File: src/hw/rtl/sct_pkg.sv
`timescale 1ns / 1ps

package sct_pkg;

  // Field widths of the request and result ports.
  localparam int unsigned KEY_W  = 27;
  localparam int unsigned PACK_W = 2 * KEY_W;
  localparam int unsigned POS_W  = 11;
  localparam int unsigned HDL_W  = 10;

  // Default number of table entries.
  localparam int unsigned TABLE_DEPTH_DEF = 1024;

  // Commands from the controller to the datapath.
  typedef struct packed {
    logic load;        // Latch a new request and open the search window.
    logic rd_mid;      // Read the entry at the middle of the window.
    logic cmp;         // Compare the read entry and narrow the window.
    logic flag_full;   // Record that an insert was refused.
    logic shift_init;  // Point the move index at the top of the table.
    logic rd_prev;     // Read the entry just below the move index.
    logic wr_prev;     // Write that entry one slot up and step down.
    logic wr_new;      // Write the new entry at the insertion point.
  } cmd_t;

  // Status from the datapath to the controller.
  typedef struct packed {
    logic search_done;  // Match found or window empty.
    logic need_insert;  // Miss on a request that asks for an insert.
    logic full;         // No free slot left.
    logic shift_done;   // Move index has reached the insertion point.
  } status_t;

endpackage

File: src/hw/rtl/sct_ctrl.sv
`timescale 1ns / 1ps

module sct_ctrl (
  input  logic             clk_i,
  input  logic             rst_ni,
  input  logic             start,
  output logic             busy,
  output logic             done_o,
  input  sct_pkg::status_t status_i,
  output sct_pkg::cmd_t    cmd_o
);

  import sct_pkg::*;

  typedef enum logic [2:0] {
    ST_IDLE,
    ST_PROBE,
    ST_CMP,
    ST_SHIFT,
    ST_MOVE,
    ST_DONE
  } state_e;

  state_e state_q, state_d;
  logic   busy_q, done_q;

  // Commands and next state from the current state and datapath status.
  always_comb begin
    cmd_o   = '0;
    state_d = state_q;
    case (state_q)
      ST_IDLE: begin
        if (start) begin
          cmd_o.load = 1'b1;
          state_d    = ST_PROBE;
        end
      end
      ST_PROBE: begin
        if (!status_i.search_done) begin
          cmd_o.rd_mid = 1'b1;
          state_d      = ST_CMP;
        end else if (status_i.need_insert && status_i.full) begin
          cmd_o.flag_full = 1'b1;
          state_d         = ST_DONE;
        end else if (status_i.need_insert) begin
          cmd_o.shift_init = 1'b1;
          state_d          = ST_SHIFT;
        end else begin
          state_d = ST_DONE;
        end
      end
      ST_CMP: begin
        cmd_o.cmp = 1'b1;
        state_d   = ST_PROBE;
      end
      ST_SHIFT: begin
        if (status_i.shift_done) begin
          cmd_o.wr_new = 1'b1;
          state_d      = ST_DONE;
        end else begin
          cmd_o.rd_prev = 1'b1;
          state_d       = ST_MOVE;
        end
      end
      ST_MOVE: begin
        cmd_o.wr_prev = 1'b1;
        state_d       = ST_SHIFT;
      end
      ST_DONE: begin
        state_d = ST_IDLE;
      end
      default: begin
        state_d = ST_IDLE;
      end
    endcase
  end

  // State register with the registered busy flag and result strobe.
  always_ff @(posedge clk_i or negedge rst_ni) begin
    if (!rst_ni) begin
      state_q <= ST_IDLE;
      busy_q  <= 1'b0;
      done_q  <= 1'b0;
    end else begin
      state_q <= state_d;
      busy_q  <= (state_d != ST_IDLE);
      done_q  <= (state_d == ST_DONE);
    end
  end

  assign busy   = busy_q;
  assign done_o = done_q;

  // A result is shown for a single cycle.
  a_done_pulse: assert property (@(posedge clk_i) disable iff (!rst_ni)
    done_q |=> !done_q)
    else $error("result strobe held too long");

  // An accepted request makes the block busy.
  a_accept_busy: assert property (@(posedge clk_i) disable iff (!rst_ni)
    (start && !busy_q) |=> busy_q)
    else $error("request accepted without going busy");

  // After the result the block is free for the next request.
  a_done_free: assert property (@(posedge clk_i) disable iff (!rst_ni)
    done_q |=> !busy_q)
    else $error("block still busy after result");

endmodule

File: config.mk
export PLATFORM = sky130hd
export DESIGN_NAME = sct_ctrl
export DESIGN_NICKNAME = d
export VERILOG_FILES = /design/src/hw/rtl/sct_pkg.sv /design/src/hw/rtl/sct_ctrl.sv
export SDC_FILE = /design/constraint.sdc
export NUM_CORES = 1
export LEC_CHECK = 0
export ABC_CLOCK_PERIOD_IN_PS = 1300
export BUFFER_PORTS_ARGS = -buffer_cell sky130_fd_sc_hd__buf_2
export CAP_MARGIN = 40
export CELL_PAD_IN_SITES_DETAIL_PLACEMENT = 1
export CELL_PAD_IN_SITES_GLOBAL_PLACEMENT = 1
export CORE_AREA = 2 2 39 41
export CTS_BUF_LIST = sky130_fd_sc_hd__clkbuf_4
export DETAILED_ROUTE_END_ITERATION = 16
export DIE_AREA = 0 0 41 43
export GPL_TIMING_DRIVEN = 0
export MAX_ROUTING_LAYER = met4
export PLACE_DENSITY_LB_ADDON = 0.1
export SLEW_MARGIN = 20
export SYNTH_ARGS = -nofsm -noshare
export SYNTH_HDL_FRONTEND = slang
export SYNTH_SLANG_ARGS = --single-unit
File: constraint.sdc
create_clock -name clk_i -period 1.3 [get_ports clk_i]
set_input_delay 0.065 -clock clk_i [delete_from_list [all_inputs] [get_ports clk_i]]
set_output_delay 0.065 -clock clk_i [all_outputs]
set_load 0.005 [all_outputs]
==> impl_metrics.py <==
metrics = {
    "run_status": {
        "status": "completed",
    },
    "route": {
        "dr_total_vias": 329,
        "final_antenna_net_count": 0,
        "dr.pass1.iters": 1,
        "wl_per_cell_um": 11.2,
        "drc": 0,
        "drtIter0Drc": 0,
        "wl_um": 820,
        "vias_per_cell": 4.51,
    },
    "die": {
        "die_area_mm2": 0.00176,
        "coreArea_mm2": 0.00138,
        "ios": 17,
        "rows": 14,
        "start_util_pct": 22.9,
        "die_h_um": 43,
        "die_w_um": 41,
    },
    "synth": {
        "synth_area_um2": 317,
        "syn_inst": 34,
        "syn_nets": 41,
        "synth_seq_cells": 5,
        "ys_types": 18,
        "ys_warn_count": 0,
        "avgSynthCellArea_um2": 9.31,
        "synth-seq-area-share_pct": 39.5,
    },
    "place": {
        "port_buffers": 16,
        "pre_cts_ws_ns": 0.0875,
        "placed_area_um2": 417,
        "dp_hpwl_um": 656,
        "routabilityCongestion": 0.661,
    },
    "worst_setup_path": {
        "worstPathCellList": "and4bb_4 > and3_1 > buf_2",
        "max_stage_delay_ns": 0.42,
        "start_kind": "flop",
        "cp.arrival_ns": 1.22,
        "crit_family": "simple AND/OR/NAND/NOR gates",
        "end_kind": "output pin",
        "worstSetupPathType": "reg -> out",
        "crit_fanout": 4,
        "worstPathRequired_ns": 1.24,
        "crit_buf_inv": 1,
        "critPathSlowestCell": "dfrtp_2",
    },
    "clock_tree": {
        "clk_pin_slew_ns": 0.04,
        "clock_sinks": 5,
        "cts-htree-levels": 1,
        "cts_buffers": 3,
        "clk_path_buf_depth": 2,
        "insertion_delay_ns": 0.24,
        "cts-root-buf": "clkbuf_4",
        "cts_tree": "yes",
    },
    "global_route": {
        "grt_max_degree": 11,
        "grt-ovfl-total": 0,
        "gr-usage-met3_pct": 3.14,
        "grt_usage_pct": 13.1,
        "use_met1_pct": 14.6,
        "grtUsageMet2_pct": 19.1,
        "grt_pass1_vias": 343,
        "grt_busiest_layer": "met2",
        "grt_pass1_wl_um": 1470,
        "antenna_found_initial": 0,
    },
    "hold_path": {
        "hold_path.class": "in -> async",
    },
    "finish": {
        "layout.nets": 65,
        "fillCellCount": 171,
        "drive_gt1_share_pct": 52.6,
        "design_area_um2": 480,
        "syn_to_final_growth_pct": 51.8,
        "n_antenna_cell": 0,
    },
    "pwr": {
        "leakagePower_nw": 0.245,
        "p_sw_share_pct": 38.2,
        "comb_power_share_pct": 50.1,
        "intPower_mw": 0.615,
        "irDropWorstVdd_uv": 627,
        "seqPwrFrac_pct": 30.1,
        "power.density_mw_per_mm2": 2070,
        "switchingPower_mw": 0.380,
        "power.share.clock_pct": 19.8,
    },
    "sta": {
        "max_freq_mhz": 775,
        "finalCritPeriodShare_pct": 99.2,
        "setup_ws_ns": 0.0101,
        "whs_ns": 0.164,
        "rsz0062_at_grt": "yes",
        "setup_viol": 0,
        "finalClockSkew_ns": 0.00470,
        "post-route-min-period_ns": 1.29,
        "relSlewSlack_pct": 74.7,
        "final-max-slew-violation-count": 0,
        "finalHoldViolCount": 0,
        "tightest_slew_ns": 0.375,
    },
    "run": {
        "maxCapViolCount": 0,
    },
}
-- layout by cell type (no fill, tap or decap), types with 2 or more instances in the layout --
cell	count
nor2b_1	2
o21ai_0	2
buf_2	16
buf_4	3
dfrtp_1	3
and3_1	2
nor2_1	5
nand2b_1	2
nand2_1	4
inv_1	2
dfrtp_2	2
clkbuf_4	4
-- layout make-up --
type                       instances  area [um2]  share of cell area [%]
clock buffer                       4        30.0                    6.25
multi-input combinational         26         183                    38.0
inverter                           2        7.51                    1.56
timing repair buffer              19         105                    21.9
tap                               16        20.0                    4.17
sequential                         5         128                    26.6
buffer                             1        7.51                    1.56
-- what timing repair did --
| item | 4_1_cts | 5_1_grt |
|---|---|---|
| gates resized for setup | 3 | 0 |
| hold endpoints to repair | 5 | 0 |
| setup endpoints to repair | 6 | 7 |
| pin swaps | 1 | 1 |
| setup buffers | 2 | 0 |
| hold buffers | 1 | 0 |
-- registers in the layout, indices dropped and copies added, names as in the netlist --
| signal | cells |
|---|---|
| done_o | 1 |
| busy | 1 |
| state_q | 3 |
-- kinds of logic (layout without fill, tap and decap cells) --
logic type | count (synthesis) | in the layout | synth area share, %
compound gates | 6 | 6 | 18.6
buf+inv | 3 | 26 | 4.74
flops | 5 | 5 | 39.5
simple gates | 20 | 20 | 37.2
-- power groups by stage --
stage | clock network, mW | registers, mW | logic (mW)
floorplan | 0 | 0.278 | 0.314
global placement | 0 | 0.293 | 0.446
detailed placement | 0 | 0.304 | 0.453
CTS | 0.208 | 0.302 | 0.507
global route | 0.222 | 0.318 | 0.561
finish | 0.197 | 0.300 | 0.499
-- layer usage --
metal / share of wire [%] / up-vias / wire length [um]
li1: - / 163 / -
met1: 40 / 159 / 330
met2: 56 / 7 / 459
met3: 3.7 / 0 / 30
met4: 0 / 0 / 0
met5: 0 / - / 0
-- synthesized netlist by cell type (all sizes together) --
cell type  instances  share of area, %
nor4b              1               2.8
o21ba              1               3.2
nor3               1               1.6
o21ai              2               3.2
nor2               5               5.9
and4bb             1               5.1
a21oi              1               1.6
nand2              4               4.7
nor3b              1               2.4
nand2b             2               4.0
nor2b              2               4.0
inv                2               2.4
nand4b             1               2.8
and3               2               4.0
buf                1               2.4
a31oi              1               6.7
dfrtp              5                40
a211oi             1               4.0
-- stage by stage --
step	cells	utilization [%]	TNS (ns)	total power, mW
detailed placement	66	30.1	0	0.757
finish	73	34.7	0	0.996
CTS	73	34.7	-0.0185	1.02
global placement	66	30.1	0	0.739
floorplan	34	-	0	0.592
global route	73	34.7	-0.282	1.10
-- worst paths after layout --
path	startpoint	end	slack (ns)	depth (start not counted)
min in group clk_i	start	state_q[0]$_DFF_PN0_	0.17	3
max reg2reg	state_q[0]$_DFF_PN0_	busy$_DFF_PN0_	0.06	4
min reg2reg	state_q[1]$_DFF_PN0_	state_q[1]$_DFF_PN0_	0.65	2
max in group asynchronous	rst_ni	state_q[2]$_DFF_PN0_	0.99	2
max	state_q[2]$_DFF_PN0_	cmd_o[4]	0.01	3
min	rst_ni	busy$_DFF_PN0_	0.16	2
(Power assumes the default switching activity.)
